## config.mk

```make
export PLATFORM = sky130hd
export DESIGN_NAME = priority_queue_unsorted_array
export DESIGN_NICKNAME = d
export VERILOG_FILES = /design/src/hw/rtl/pq_pkg.sv /design/src/hw/rtl/pq_mem.sv /design/src/hw/rtl/pq_ctrl.sv /design/src/hw/rtl/priority_queue_unsorted_array.sv
export SDC_FILE = /design/constraint.sdc
export NUM_CORES = 1
export LEC_CHECK = 0
export BUFFER_PORTS_ARGS = -buffer_cell sky130_fd_sc_hd__buf_2
export CORE_MARGIN = 2
export CORE_UTILIZATION = 55
export CTS_BUF_LIST = sky130_fd_sc_hd__clkbuf_8
export DETAILED_ROUTE_END_ITERATION = 10
export GPL_ROUTABILITY_DRIVEN = 0
export HOLD_SLACK_MARGIN = 0.1
export PLACE_DENSITY_LB_ADDON = 0.08
export SYNTH_ARGS = -nofsm -noshare
export SYNTH_HDL_FRONTEND = slang
export SYNTH_SLANG_ARGS = --single-unit
```

## constraint.sdc

```tcl
create_clock -name clk -period 6.75 [get_ports clk]
set_input_delay 0.3375 -clock clk [delete_from_list [all_inputs] [get_ports clk]]
set_output_delay 0.3375 -clock clk [all_outputs]
set_load 0.03 [all_outputs]
```

## src/hw/rtl/pq_pkg.sv

```systemverilog
// Shared types and constants for the unsorted-array priority queue.
// No dependencies; every other file uses this package by scoped names.
package pq_pkg;

  localparam int QUEUE_DEPTH = 16;
  localparam int IDX_W       = (QUEUE_DEPTH > 1) ? $clog2(QUEUE_DEPTH) : 1;
  localparam int CNT_W       = $clog2(QUEUE_DEPTH + 1);
  localparam int COUNT_OUT_W = 5;

  // operation codes
  localparam logic [2:0] OP_INSERT  = 3'd0;
  localparam logic [2:0] OP_EXTRACT = 3'd1;
  localparam logic [2:0] OP_PEEK    = 3'd2;
  localparam logic [2:0] OP_MODIFY  = 3'd3;
  localparam logic [2:0] OP_CLEAR   = 3'd4;

  // status codes
  localparam logic [1:0] ST_OK       = 2'd0;
  localparam logic [1:0] ST_EMPTY    = 2'd1;
  localparam logic [1:0] ST_FULL     = 2'd2;
  localparam logic [1:0] ST_NOTFOUND = 2'd3;

  typedef struct packed {
    logic [2:0]         op;
    logic signed [31:0] item_value;
    logic signed [31:0] item_priority;
  } in_word_t;

  typedef struct packed {
    logic signed [31:0]     result_value;
    logic [1:0]             status;
    logic [COUNT_OUT_W-1:0] entry_count_out;
  } out_word_t;

  typedef struct packed {
    logic signed [31:0] value;
    logic signed [31:0] prio;
  } entry_t;

  typedef struct packed {
    logic             we;
    logic [IDX_W-1:0] waddr;
    entry_t           wdata;
    logic [IDX_W-1:0] raddr;
  } mem_req_t;

  typedef enum logic [2:0] {
    S_IDLE,
    S_START,
    S_SCAN,
    S_SHIFT,
    S_DONE
  } state_t;

endpackage

```

## src/hw/rtl/pq_mem.sv

```systemverilog
// Entry store: one write port, one read port with registered read data.
// Depends on pq_pkg.
module pq_mem (
  input  logic              clk,
  input  pq_pkg::mem_req_t  req,
  output pq_pkg::entry_t    rdata
);

  pq_pkg::entry_t mem [pq_pkg::QUEUE_DEPTH];

  always_ff @(posedge clk) begin
    if (req.we) begin
      mem[req.waddr] <= req.wdata;
    end
    rdata <= mem[req.raddr];
  end

endmodule

```

## src/hw/rtl/pq_ctrl.sv

```systemverilog
// Sequencer for the queue: decodes the operation, walks the store one entry
// per cycle through a single compare unit, and compacts on extract.
// Depends on pq_pkg; drives pq_mem through a mem_req_t.
module pq_ctrl (
  input  logic                clk,
  input  logic                rst,
  input  logic                req_valid,
  output logic                req_ready,
  input  pq_pkg::in_word_t    req,
  output logic                res_valid,
  input  logic                res_ready,
  output pq_pkg::out_word_t   res,
  output pq_pkg::mem_req_t    mreq,
  input  pq_pkg::entry_t      rdata
);

  pq_pkg::state_t state, state_next;

  logic [2:0]               op_r, op_r_next;
  logic signed [31:0]       val_r, val_r_next;
  logic signed [31:0]       pri_r, pri_r_next;
  logic [pq_pkg::CNT_W-1:0] count, count_next;
  logic [pq_pkg::IDX_W-1:0] scan_idx, scan_idx_next;
  logic [pq_pkg::IDX_W-1:0] best_idx, best_idx_next;
  logic signed [31:0]       best_pri, best_pri_next;
  logic signed [31:0]       best_val, best_val_next;
  logic signed [31:0]       res_value, res_value_next;
  logic [1:0]               res_status, res_status_next;

  logic [pq_pkg::CNT_W-1:0]                        last_idx;
  logic                                            is_last;
  logic                                            take;
  logic [pq_pkg::IDX_W-1:0]                        sel_idx;
  logic signed [31:0]                              sel_pri;
  logic signed [31:0]                              sel_val;
  logic [pq_pkg::CNT_W+pq_pkg::COUNT_OUT_W-1:0]    count_ext;

  // shared compare unit: strict greater keeps the lowest index on ties
  assign last_idx = count - pq_pkg::CNT_W'(1);
  assign is_last  = (pq_pkg::CNT_W'(scan_idx) == last_idx);
  assign take     = (scan_idx == '0) || ($signed(rdata.prio) > best_pri);
  assign sel_idx  = take ? scan_idx : best_idx;
  assign sel_pri  = take ? $signed(rdata.prio) : best_pri;
  assign sel_val  = take ? $signed(rdata.value) : best_val;

  assign count_ext           = {{pq_pkg::COUNT_OUT_W{1'b0}}, count};
  assign res.result_value    = res_value;
  assign res.status          = res_status;
  assign res.entry_count_out = count_ext[pq_pkg::COUNT_OUT_W-1:0];

  always_ff @(posedge clk) begin
    if (rst) begin
      state <= pq_pkg::S_IDLE;
      count <= '0;
    end else begin
      state <= state_next;
      count <= count_next;
    end
    op_r       <= op_r_next;
    val_r      <= val_r_next;
    pri_r      <= pri_r_next;
    scan_idx   <= scan_idx_next;
    best_idx   <= best_idx_next;
    best_pri   <= best_pri_next;
    best_val   <= best_val_next;
    res_value  <= res_value_next;
    res_status <= res_status_next;
  end

  always_comb begin
    state_next      = state;
    op_r_next       = op_r;
    val_r_next      = val_r;
    pri_r_next      = pri_r;
    count_next      = count;
    scan_idx_next   = scan_idx;
    best_idx_next   = best_idx;
    best_pri_next   = best_pri;
    best_val_next   = best_val;
    res_value_next  = res_value;
    res_status_next = res_status;
    req_ready       = 1'b0;
    res_valid       = 1'b0;
    mreq.we         = 1'b0;
    mreq.waddr      = scan_idx;
    mreq.wdata      = rdata;
    mreq.raddr      = '0;

    case (state)
      pq_pkg::S_IDLE: begin
        req_ready = 1'b1;
        if (req_valid) begin
          op_r_next  = req.op;
          val_r_next = req.item_value;
          pri_r_next = req.item_priority;
          state_next = pq_pkg::S_START;
        end
      end

      pq_pkg::S_START: begin
        res_value_next  = '0;
        res_status_next = pq_pkg::ST_OK;
        scan_idx_next   = '0;
        state_next      = pq_pkg::S_DONE;
        case (op_r)
          pq_pkg::OP_INSERT: begin
            if (count >= pq_pkg::CNT_W'(pq_pkg::QUEUE_DEPTH)) begin
              res_status_next = pq_pkg::ST_FULL;
            end else begin
              mreq.we          = 1'b1;
              mreq.waddr       = count[pq_pkg::IDX_W-1:0];
              mreq.wdata.value = val_r;
              mreq.wdata.prio  = pri_r;
              count_next       = count + pq_pkg::CNT_W'(1);
            end
          end
          pq_pkg::OP_EXTRACT, pq_pkg::OP_PEEK, pq_pkg::OP_MODIFY: begin
            if (count == '0) begin
              res_status_next = (op_r == pq_pkg::OP_MODIFY) ? pq_pkg::ST_NOTFOUND
                                                            : pq_pkg::ST_EMPTY;
            end else begin
              state_next = pq_pkg::S_SCAN;   // entry 0 is being read now
            end
          end
          pq_pkg::OP_CLEAR: begin
            count_next = '0;
          end
          default: begin
          end
        endcase
      end

      pq_pkg::S_SCAN: begin
        // rdata holds entry scan_idx; fetch the next one meanwhile
        mreq.raddr    = scan_idx + pq_pkg::IDX_W'(1);
        scan_idx_next = scan_idx + pq_pkg::IDX_W'(1);
        if (op_r == pq_pkg::OP_MODIFY) begin
          if ($signed(rdata.value) == val_r) begin
            mreq.we          = 1'b1;
            mreq.waddr       = scan_idx;
            mreq.wdata.value = rdata.value;
            mreq.wdata.prio  = pri_r;
            state_next       = pq_pkg::S_DONE;
          end else if (is_last) begin
            res_status_next = pq_pkg::ST_NOTFOUND;
            state_next      = pq_pkg::S_DONE;
          end
        end else begin
          best_idx_next = sel_idx;
          best_pri_next = sel_pri;
          best_val_next = sel_val;
          if (is_last) begin
            res_value_next = sel_val;
            if (op_r == pq_pkg::OP_PEEK) begin
              state_next = pq_pkg::S_DONE;
            end else if (pq_pkg::CNT_W'(sel_idx) == last_idx) begin
              count_next = count - pq_pkg::CNT_W'(1);
              state_next = pq_pkg::S_DONE;
            end else begin
              // start compaction at the winner
              mreq.raddr    = sel_idx + pq_pkg::IDX_W'(1);
              scan_idx_next = sel_idx;
              state_next    = pq_pkg::S_SHIFT;
            end
          end
        end
      end

      pq_pkg::S_SHIFT: begin
        // rdata holds entry scan_idx+1; move it down one place
        mreq.we       = 1'b1;
        mreq.waddr    = scan_idx;
        mreq.wdata    = rdata;
        mreq.raddr    = scan_idx + pq_pkg::IDX_W'(2);
        scan_idx_next = scan_idx + pq_pkg::IDX_W'(1);
        if (pq_pkg::CNT_W'(scan_idx) + pq_pkg::CNT_W'(1) == last_idx) begin
          count_next = count - pq_pkg::CNT_W'(1);
          state_next = pq_pkg::S_DONE;
        end
      end

      pq_pkg::S_DONE: begin
        res_valid = 1'b1;
        if (res_ready) begin
          state_next = pq_pkg::S_IDLE;
        end
      end

      default: begin
        state_next = pq_pkg::S_IDLE;
      end
    endcase
  end

  a_count_bound: assert property (@(posedge clk) disable iff (rst)
    count <= pq_pkg::CNT_W'(pq_pkg::QUEUE_DEPTH))
    else $error("entry count above depth");

  a_scan_in_range: assert property (@(posedge clk) disable iff (rst)
    (state == pq_pkg::S_SCAN || state == pq_pkg::S_SHIFT) |->
      pq_pkg::CNT_W'(scan_idx) < count)
    else $error("scan index outside held entries");

  a_count_quiet: assert property (@(posedge clk) disable iff (rst)
    (state == pq_pkg::S_IDLE || state == pq_pkg::S_DONE) |=> $stable(count))
    else $error("entry count changed outside an operation");

endmodule

```

## src/hw/rtl/priority_queue_unsorted_array.sv

```systemverilog
// Top level of the unsorted-array priority queue.
// Depends on pq_pkg, pq_mem and pq_ctrl.
//
// Usage
//   req channel (req_valid/req_ready/req): one word per operation - insert,
//   extract highest, peek highest, modify priority, clear. Codes 5 to 7 do
//   nothing and report ok.
//   rsp channel (rsp_valid/rsp_ready/rsp): exactly one word per request, in
//   order: result value (zero unless extract/peek succeeded), status and
//   the entry count after the operation.
// Operation steps (N = entries held, D = 16 deep)
//   insert, clear, empty cases: go from the start state straight to done.
//   peek: scans all N entries; modify: stops at the first hit, at most N.
//   extract: scans all N entries, then moves each entry above the winner down.
//   The single compare unit and the one-read-port store visit one entry per
//   cycle, so the scan and the compaction set the run time.
//   One operation is in flight at a time; req_ready is high only while idle.
// Reset: synchronous, rst high; the queue comes up empty. Stored entries are
//   not cleared; only entries below the count are ever used.
// Stall: a finished word waits in the rsp register while the next request is
//   accepted; that request completes once the register frees up.
module priority_queue_unsorted_array (
  input  logic                clk,
  input  logic                rst,
  input  logic                req_valid,
  output logic                req_ready,
  input  pq_pkg::in_word_t    req,
  output logic                rsp_valid,
  input  logic                rsp_ready,
  output pq_pkg::out_word_t   rsp
);

  pq_pkg::mem_req_t  mreq;
  pq_pkg::entry_t    rdata;
  pq_pkg::out_word_t res;
  logic              res_valid;
  logic              res_ready;

  // output register frees when empty or being drained this cycle
  assign res_ready = !rsp_valid || rsp_ready;

  pq_mem u_mem (
    .clk   (clk),
    .req   (mreq),
    .rdata (rdata)
  );

  pq_ctrl u_ctrl (
    .clk       (clk),
    .rst       (rst),
    .req_valid (req_valid),
    .req_ready (req_ready),
    .req       (req),
    .res_valid (res_valid),
    .res_ready (res_ready),
    .res       (res),
    .mreq      (mreq),
    .rdata     (rdata)
  );

  // response register
  always_ff @(posedge clk) begin
    if (rst) begin
      rsp_valid <= 1'b0;
    end else if (res_valid && res_ready) begin
      rsp_valid <= 1'b1;
    end else if (rsp_ready) begin
      rsp_valid <= 1'b0;
    end
    if (res_valid && res_ready) begin
      rsp <= res;
    end
  end

endmodule

```

Word-level counts from Yosys, hierarchy flattened
Memory sizes are Yosys's and may differ from the RTL's. A register that Yosys moved wholly into a read port is not among the register bits. Cells that the tools add are included.

Register bits after elaboration: 221. Memory bits (writable): 1024. Logic and storage cells: 123. Bits in latches: 0. Memories kept: 1. Output and inout bits: 41. Input bits: 71. Bits in read-only memories: 0.

Memory list: u_mem.mem (words 16, width 64, rd ports 1, clocked after Yosys merged registers in 1, wr ports 1, RTL line pq_mem.sv:9) `pq_pkg::entry_t mem [pq_pkg::QUEUE_DEPTH];`.

Reductions and logical operators: 19. Bitwise logic cells: 1. Muxes and demuxes: 54. Magnitude comparators: 2. Equal/unequal tests: 25. Divide/modulo/power cells: 0. Shifts and indexed selects: 0. Add/subtract/negate cells: 6. $mul: 0.

Operators with widths (number): 69-bit 2-to-1 mux (4); 69-bit case mux with 3 select lines (1); 32-bit 2-to-1 mux (3); 32-bit case mux with 2 select lines (1); 4-bit 2-to-1 mux (9); 3-bit 2-to-1 mux (11); 32-bit equality test (1); 32-bit > comparator (1); 5-bit 2-to-1 mux (6); 3-bit case mux with 5 select lines (1); 5-bit case mux with 3 select lines (1); 3-bit by 2-bit equality test with 1-bit output (second input constant) (4); 2-bit 2-to-1 mux (6); 4-bit case mux with 3 select lines (1); 4-bit by 5-bit equality test with 1-bit output (2); 2-bit inequality test (second input constant) (5); 5-bit case mux with 2 select lines (1); 4-bit by 1-bit adder with 4-bit output (second input constant) (2); 2-bit by 1-bit inequality test with 1-bit output (second input constant) (4); 2-bit case mux with 2 select lines (2); 4-bit case mux with 2 select lines (1); 8-bit AND reduction (1); 3-bit by 1-bit equality test with 1-bit output (second input constant) (2); 3-bit equality test (second input constant) (2); 23 further kinds (35).

Longest topological paths before layout
Gate-level depths: netlist (run 1).

Depth in word-level cells: 9. Gate-level depth with buffers: 22. Gate-level depth less buffers: 17.

By module
From an unflattened synthesis (run 1), not the netlist that was laid out.

Cell total of the unflattened synthesis: 2394. Area total of the unflattened synthesis: 50101.8 um^2.

By module, submodules not included: pq_mem (cells an instance 1647, area an instance 39581.7 um^2, sequential area each 32030.7 um^2, times used 1); pq_ctrl (cells an instance 703, area an instance 9293.9 um^2, sequential area each 5355.1 um^2, times used 1); priority_queue_unsorted_array (cells an instance 44, area an instance 1226.2 um^2, sequential area each 1191.1 um^2, times used 1).

Least setup slack after synthesis (run 1)
Ideal clock, no wire load.

Kind: flip-flop to flip-flop. From: reg u_ctrl.state[0]. To: mem u_mem.mem[13][0] in the netlist's numbering, enable pin. Setup time: 0.487 ns. Required time: 6.263 ns. Cell stages (with the launch flop): 10. Slack: 1.714 ns. Buffers on the path: 2. Arrival time: 4.549 ns. Clock period less this slack: 5.036 ns. Cells stage by stage: dfxtp_1 clkbuf_1 nor2b_1 nand3b_1 or2_2 clkbuf_1 mux2i_1 a21oi_1 nand2_1 nor2_1.

Cells in the longest elaborated chain, start to end: 4. Elaborated cells between the ends (all ways): 6. Those cells by class: 3 x eq/ne; 3 x mux.

RTL lines: from (decl) (RTL line pq_ctrl.sv:17) `pq_pkg::state_t state, state_next;`; from (signal assigned) (RTL line pq_ctrl.sv:53) `state <= pq_pkg::S_IDLE;`; from (signal assigned) (RTL line pq_ctrl.sv:56) `state <= state_next;`; 3-bit by 2-bit equality test with 1-bit output / 3-bit by 1-bit equality test with 1-bit output (equally long branches) (RTL line pq_ctrl.sv:89) `case (state)`; 69-bit case mux with 3 select lines (*) (RTL line pq_ctrl.sv:89); 1-bit 2-to-1 mux (RTL line pq_mem.sv:12) `if (req.we) begin`; 1-bit 2-to-1 mux (not written as such) (RTL line pq_mem.sv:13) `mem[req.waddr] <= req.wdata;`; to (decl) (RTL line pq_mem.sv:9).

Every way passes the cells marked *; elsewhere a longest branch is shown, timed or not.

Worst setup path after layout (run 1)
From: reg, netlist name u_mem.rdata[26]. To: reg, netlist name u_mem.rdata[25].

Cells in the longest elaborated chain, start to end: 9. Elaborated cells between the ends (all ways): 10. Those cells by class: 1 x add/sub; 1 x order compare; 1 x eq/ne; 6 x mux; 1 x reduce/logical.

RTL lines: 32-bit > comparator (*) (RTL line pq_ctrl.sv:41) `assign take = (scan_idx == '0) || ($signed(rdata.prio) > best_pri);`; 1-bit logical OR (*) (RTL line pq_ctrl.sv:41); 4-bit 2-to-1 mux (*) (RTL line pq_ctrl.sv:42) `assign sel_idx = take ? scan_idx : best_idx;`; net u_ctrl.sel_idx, one bit (RTL line pq_ctrl.sv:33) `logic [pq_pkg::IDX_W-1:0] sel_idx;`; 4-bit by 1-bit adder with 4-bit output / 4-bit by 5-bit equality test with 1-bit output (equally long branches) (RTL line pq_ctrl.sv:161, pq_ctrl.sv:156); 4-bit 2-to-1 mux (*) (RTL line pq_ctrl.sv:156) `end else if (pq_pkg::CNT_W'(sel_idx) == last_idx) begin`; 4-bit 2-to-1 mux (*) (RTL line pq_ctrl.sv:154) `if (op_r == pq_pkg::OP_PEEK) begin`; 4-bit 2-to-1 mux (*) (RTL line pq_ctrl.sv:152) `if (is_last) begin`; 4-bit 2-to-1 mux (*) (RTL line pq_ctrl.sv:137) `if (op_r == pq_pkg::OP_MODIFY) begin`; 4-bit case mux with 2 select lines (*) (RTL line pq_ctrl.sv:89).

Mark *: on every way through the listed nets, which the timed path passes. The rest lies on a longest branch. A chain may end at the register's enable or synchronous reset.

==> results of run 1 <==
## worst paths after layout
check,to,slack (ns),cells past startpoint
worst min register to register,rsp[22]$_DFFE_PP_,0.42,0
worst max-delay path,u_mem.rdata[25]$_DFF_P_,1.28,15
worst min-delay path,u_ctrl.pri_r[5]$_DFFE_PP_,0.19,2
worst max register to register,u_mem.rdata[25]$_DFF_P_,1.28,15
## logic make-up (layout without fill, tap and decap cells)
family,count (synthesis),in the layout
fa+ha+maj,39,39
buf+inv,247,680
compound gates,302,302
xor+xnor,53,53
mux,171,171
simple gates,1524,1524
flops,1309,1309
other cells,0,2
## layout by cell type (no fill, tap or decap), types with 9 or more instances in the layout
cell type      synthesis  layout
edfxtp_1            1236    1236
nand2_1              856     856
nand3_1              370     370
clkbuf_8               0     219
inv_1                 40     146
buf_2                 37     111
a21oi_1               97      96
mux2i_1               96      96
and2_1                88      87
dfxtp_1               73      73
mux2_2                72      72
dlygate4sd3_1          0      71
nand4_1               66      66
nor2_1                81      61
a211oi_1              58      58
buf_4                  5      58
a2111oi_2             52      52
ha_1                  39      39
xor2_1                38      38
buf_12                 1      29
clkinv_1               0      27
o21ai_0               24      24
nor2_4                 0      18
xnor2_1               14      14
nor4_1                14      12
a31oi_1               10      10
a211oi_2               9       9
## routing by layer
layer	vias to the layer above	wire length, um
met2	1470	61680
li1	14020	-
met1	15670	54740
met4	0	3569
met5	-	0
met3	237	11030
## layout make-up
cell class / count / area, um^2
Fill cell: 6951 / 34710
Sequential cell: 1309 / 38580
Timing Repair Buffer: 269 / 2282
Inverter: 40 / 150.1
Clock buffer: 219 / 3014
Tap cell: 1254 / 1569
Antenna cell: 2 / 5.005
Clock inverter: 152 / 718.2
Multi-Input combinational cell: 2089 / 12300
## flip-flops by register name (all words and copies together), names as in the netlist, 4 cells and up
register and cells:
rsp 39, u_ctrl.best_idx 4, u_ctrl.best_pri 32, u_ctrl.best_val 32, u_ctrl.count 5, u_ctrl.pri_r 32
u_ctrl.res_value 32, u_ctrl.scan_idx 4, u_ctrl.val_r 32, u_mem.mem 1024, u_mem.rdata 64
## per-stage QoR
step / cell area [um^2] / hold WS (ns) / instances
after floorplan: 51730 / 0.4003 / 3645
after global placement: 54170 / 0.4015 / 4890
after detailed placement: 54170 / 0.4045 / 4890
after CTS: 58610 / 0.1133 / 5332
after global routing: 58620 / 0.1479 / 5334
final: 58620 / 0.1882 / 5334
## worst reg2reg max path, cell delays in order, from the launching register on
cell,delay (ns)
dfxtp_1,0.49
ha_1,0.30
nand4_1,0.24
nor3_1,0.09
a221oi_1,0.51
o21ai_0,0.20
a22o_2,0.39
o21ai_0,0.38
ha_1,0.26
xor2_1,0.09
nor4_2,0.66
or2_1,0.67
nand3_4,0.16
buf_4,0.34
a211oi_1,0.44
a2111oi_2,0.06
## power by group through the flow
stage          Sequential (uW)  Combinational (uW)  Clock, uW
5_1_grt                   9060                 532       6540
3_3_place_gp              9220                 441          0
3_5_place_dp              9220                 456          0
4_1_cts                   9060                 490       6200
2_1_floorplan             9200                 278          0
6_report                  9060                 489       6080
==> flow_summary.toml, run 1 <==
[synth]
postSynth.asyncResetShare_pct = 0
synth-simple-area-share_pct = 13.13
synth_most_common_cell = "edfxtp_1"
ys_ff_latch = 1309
synth_compound_area_share_pct = 4.825
synth_top_family_by_area = "simple AND/OR/NAND/NOR gates"
yosysTopAreaCellShare_pct = 71.75
synthAdderAreaFrac_pct = 0.9433
synth_cells = 3645
synth_cell_type_count = 77
avgSynthCellArea_um2 = 14.19
ys_seq_area_share_pct = 74.58
synth_xor_area_share_pct = 0.9119
yosys-top-cells-area = "edfxtp_1 (72%), nand2_1 (6.2%), nand3_1 (3.6%)"
synthTopCellsByCount = "edfxtp_1 (1,236), nand2_1 (856), nand3_1 (370), clkbuf_1 (144), a21oi_1 (97)"
synth_warnings = 0
synthMuxAreaShare_pct = 3.512
synthFlopType = "edfxtp_1"
synthesis.area_mm2 = 0.05173
synth-edff-count = 1236
synth.net_count = 3755
yosys.area.top_type = "edfxtp_1"

[setup_path]
r2r_start = "u_mem.rdata[26]$_DFF_P_"
max_stage_delay_ns = 0.67
crit_family = "compound AO/OA/AOI/OAI gates"
critPathLaunchType = "flip-flop"
crit_chain = "ha_1, nand4_1, nor3_1, a221oi_1, o21ai_0, a22o_2, o21ai_0, ha_1, xor2_1, nor4_2, or2_1, nand3_4, buf_4, a211oi_1, a2111oi_2"
critPathKind = "reg -> reg"
crit_slowest_cell = "or2_1"
setup.worst_path.end_class = "flip-flop"
crit_buf_inv = 1
crit_start = "u_mem.rdata[26]$_DFF_P_"
arrival_ns = 6.14
cp_max_fo = 33
required_ns = 7.42

[drt]
vias = 31390
wl_mm = 131.0
avgViaCountPerCell = 5.885
first_pass_iters = 5
wl_per_cell_um = 24.56
drt_iter0_drc = 3347
antenna_left = 0
drc = 0

[floorplan]
rows = 112
die-area_mm2 = 0.09652
die_y_um = 310.7
start_util_pct = 55.43
die_w_um = 310.7
boundaryPins = 112
core-area_mm2 = 0.09333

[sta]
slew_headroom_pct = 23.46
setup_viol = 0
final_max_slew_viol_count = 0
tightest_slew_ns = 1.147
fin_ws_ns = 1.279
finalHoldViolations = 0
fin_setup_tns_ns = 0
fmax_mhz = 182.8
fin_crit_sh_pct = 81.05
layout_min_cycle_time_ns = 5.471
clock_skew_ns = 0.04905
rsz0062_at_grt = "false"

[clocking]
cts_tree = "yes"
cts_root_buf = "clkbuf_8"
cts.path.max_buffers = 3
ctsHoldBuffers = 71
cts_resized = 0
numCtsBuffers = 204
clk_pin_slew_ns = 0.06
htree_num_levels = 4
cts_sinks = 1309
clock_latency_ns = 0.87
post-cts-setup-buffer-count = 0

[global_route]
grt_pass1_vias = 30730
grt_pass1_wl_mm = 194.5
grt_usage_pct = 27.00
top_usage_layer = "met2"
grt_max_degree = 145
use_met3_pct = 4.752
grt_use_met1_pct = 38.26
antenna_found_initial = 1
gr-total-overflow = 0
met2_usage_pct = 42.63

[placement]
port_buffers = 111
pre_cts_ws_ns = 1.385
detailed_place_hpwl_mm = 72.26

[pwr]
power.leakage_uw = 0.02068
seqPwrFrac_pct = 58.0
power_per_cell_area_mw_per_mm2 = 266.5
power_uw = 15620
p_int_uw = 12260
swShare_pct = 21.52
ir_worst_vdd_v = 0.0001786
power.net_switching_uw = 3362
combPwrFrac_pct = 3.1
p_clk_share_pct = 38.9

[finish]
finish.utilization_pct = 62.81
layout-drive-gt1-share_pct = 15.23
final_nets = 4023
syn2layout_area_growth_pct = 13.32

[run_status]
status = "completed"

[min_path]
min_path_type = "in -> reg"
worstHoldStart = "req[5]"

[job]
maxCapViolCount = 0
No activity file was read; power rests on OpenSTA's default activity.
==> run 2, diff against run 1 <==
==> constraint.sdc (replaced) <==
create_clock -name clk -period 5 [get_ports clk]
set_input_delay 0.25 -clock clk [delete_from_list [all_inputs] [get_ports clk]]
set_output_delay 0.25 -clock clk [all_outputs]
set_load 0.03 [all_outputs]
==> run 2 against run 1 <==
Compared with the run above:
- wire length is 2.9% higher
- highest routed layer is now met5
- sequential share of layout area fell by 2.0 points
- combinational power increased by 52%
- final cell count up 2.8%
- via count grew 1.5%
- total power grew 36%
- clock skew is 0.0020 ns higher
==> flow_summary.toml, run 2 (synthesized netlist as in run 1, its figures left out) <==
[placement]
detailed_place_hpwl_mm = 74.12
port_buffers = 111

[drt]
wl_mm = 134.8
vias = 31850
wl_per_cell_um = 24.59
antenna_left = 0
drc = 0
drt_iter0_drc = 3730
avgViaCountPerCell = 5.811
first_pass_iters = 5

[floorplan]
boundaryPins = 112
die_w_um = 310.7
die-area_mm2 = 0.09652
core-area_mm2 = 0.09333
die_y_um = 310.7
start_util_pct = 55.43
rows = 112

[global_route]
gr-total-overflow = 0
grt_max_degree = 66
grt_pass1_vias = 31250
grt_pass1_wl_mm = 198.9
grt_usage_pct = 27.74
antenna_found_initial = 2

[clocking]
cts_sinks = 1309
cts_tree = "yes"
clock_latency_ns = 0.88
clk_pin_slew_ns = 0.06
cts_root_buf = "clkbuf_8"
htree_num_levels = 4
cts.path.max_buffers = 3
numCtsBuffers = 205

[sta]
final_max_slew_viol_count = 0
setup_viol = 0
fmax_mhz = 204.9
slew_headroom_pct = 26.09
finalHoldViolations = 0
fin_crit_sh_pct = 97.59
layout_min_cycle_time_ns = 4.879
tightest_slew_ns = 1.108
rsz0062_at_grt = "false"
clock_skew_ns = 0.05107
timing.hold.ws_ns = 0.2103

[setup_path]
cp_max_fo = 26
critPathKind = "reg -> reg"
worst-r2r-cell-count = 15
crit_slowest_cell = "a211oi_4"
crit_chain = "ha_1, nand4_1, nor4_2, a21boi_1, o41ai_2, a41o_1, buf_4, mux2i_1, a31oi_1, a211oi_4, buf_4, buf_4, nor2_1, a311o_1, a211oi_4"
critical_path.most_common_cell = "buf_4"
r2r_slack_ns = 0.12
crit_buf_inv = 3
setup.worst_path.end_class = "flip-flop"
max_stage_delay_ns = 0.57
r2r_start = "u_mem.rdata[10]$_DFF_P_"
critPathLaunchType = "flip-flop"
arrival_ns = 5.57
reg2reg_to = "u_mem.rdata[20]$_DFF_P_"
required_ns = 5.70
crit_family = "compound AO/OA/AOI/OAI gates"

[pwr]
seqPwrFrac_pct = 57.5
power.leakage_uw = 0.02151
power_uw = 21260
power_per_cell_area_mw_per_mm2 = 351.5
power.net_switching_uw = 4630
combPwrFrac_pct = 3.5
p_int_uw = 16630
ir_worst_vdd_v = 0.0002128
swShare_pct = 21.78
p_clk_share_pct = 39.0

[min_path]
hold_end = "u_ctrl.count[1]$_SDFFE_PP0P_"
worstHoldStart = "rst"
hold_depth = 3
min_path_type = "in -> reg"

[finish]
final_nets = 4164
layout_commonest_cell = "edfxtp_1"
reg_top3 = "u_mem.mem: 1024 flops, u_mem.rdata: 64 flops, rsp: 39 flops"
finish.utilization_pct = 64.79
largest_register = "u_mem.mem"
layout-drive-gt1-share_pct = 16.90
final_cell_mix = "edfxtp_1 (1,236), nand2_1 (856), nand3_1 (370), clkbuf_8 (229), dlygate4sd3_1 (138)"
syn2layout_area_growth_pct = 16.90
largest_reg_flops = 1024

[job]
maxCapViolCount = 0

[run_status]
status = "completed"
==> run 2: how the worst max path moves through the flow <==
stage,slack (ns),depth (start not counted),start,to
floorplan,-0.04,9,u_ctrl.state[0]$_SDFFE_PP0P_,u_mem.mem[13][0]$_DFFE_PP_
global placement,-0.25,18,u_ctrl.best_pri[19]$_DFFE_PP_,u_mem.rdata[20]$_DFF_P_
detailed placement,-0.22,18,u_ctrl.best_pri[19]$_DFFE_PP_,u_mem.rdata[20]$_DFF_P_
CTS,0.04,18,u_ctrl.best_pri[27]$_DFFE_PP_,u_mem.rdata[20]$_DFF_P_
global route,0.03,18,u_ctrl.best_pri[23]$_DFFE_PP_,u_mem.rdata[20]$_DFF_P_
finish,0.12,15,u_mem.rdata[10]$_DFF_P_,u_mem.rdata[20]$_DFF_P_
==> run 2: power groups by stage <==
stage | clock network, uW | registers, uW | logic [uW]
after global routing | 8940 | 12200 | 807
after floorplan | 0 | 12400 | 375
after CTS | 8460 | 12200 | 744
after detailed placement | 0 | 12400 | 655
after global placement | 0 | 12400 | 637
final | 8300 | 12200 | 745
==> run 2: layer usage <==
layer,part of all wire (%),vias up,track usage (%),wire length [um]
met3,7.5,231,5.025,10060
met5,0.0089,-,0,12
met1,43,16000,39.65,57650
li1,-,14330,-,-
met2,47,1288,43.97,63870
met4,2.4,2,8.114,3216
==> run 2: tightest hold or removal path: cells and delay by family <==
kind	cells	cell delay [ns]
AOI/OAI and AO/OA	1	0.06
buffers and inverters	2	0.73
==> run 2: timing repair <==
item,CTS,global route
endpoints found under the setup margin,1,31
pin swaps,0,6
resized for setup,2,8
hold buffers,138,0
setup buffers,0,1
cloned,0,0
hold endpoints to repair,105,0
==> run 2: layout make-up <==
class                   instances  area, um^2
fillers                      6816       32860
inverters                      40       150.1
clock buffers                 229        3152
diodes                          1       2.502
flip-flops and latches       1309       38580
clock inverters               150       661.9
repair buffers                409        4001
well taps                    1254        1569
multi-input cells            2089       12350
==> run 2: stage by stage <==
stage | instance area [um^2] | TNS [ns] | setup slack (ns) | cells
after floorplan | 51730 | -12.26 | -0.03574 | 3645
after global placement | 55210 | -0.2487 | -0.2487 | 4962
after detailed placement | 55210 | -0.2161 | -0.2161 | 4962
after CTS | 60420 | 0 | 0.04074 | 5479
after global routing | 60470 | 0 | 0.02565 | 5481
final | 60470 | 0 | 0.1205 | 5481
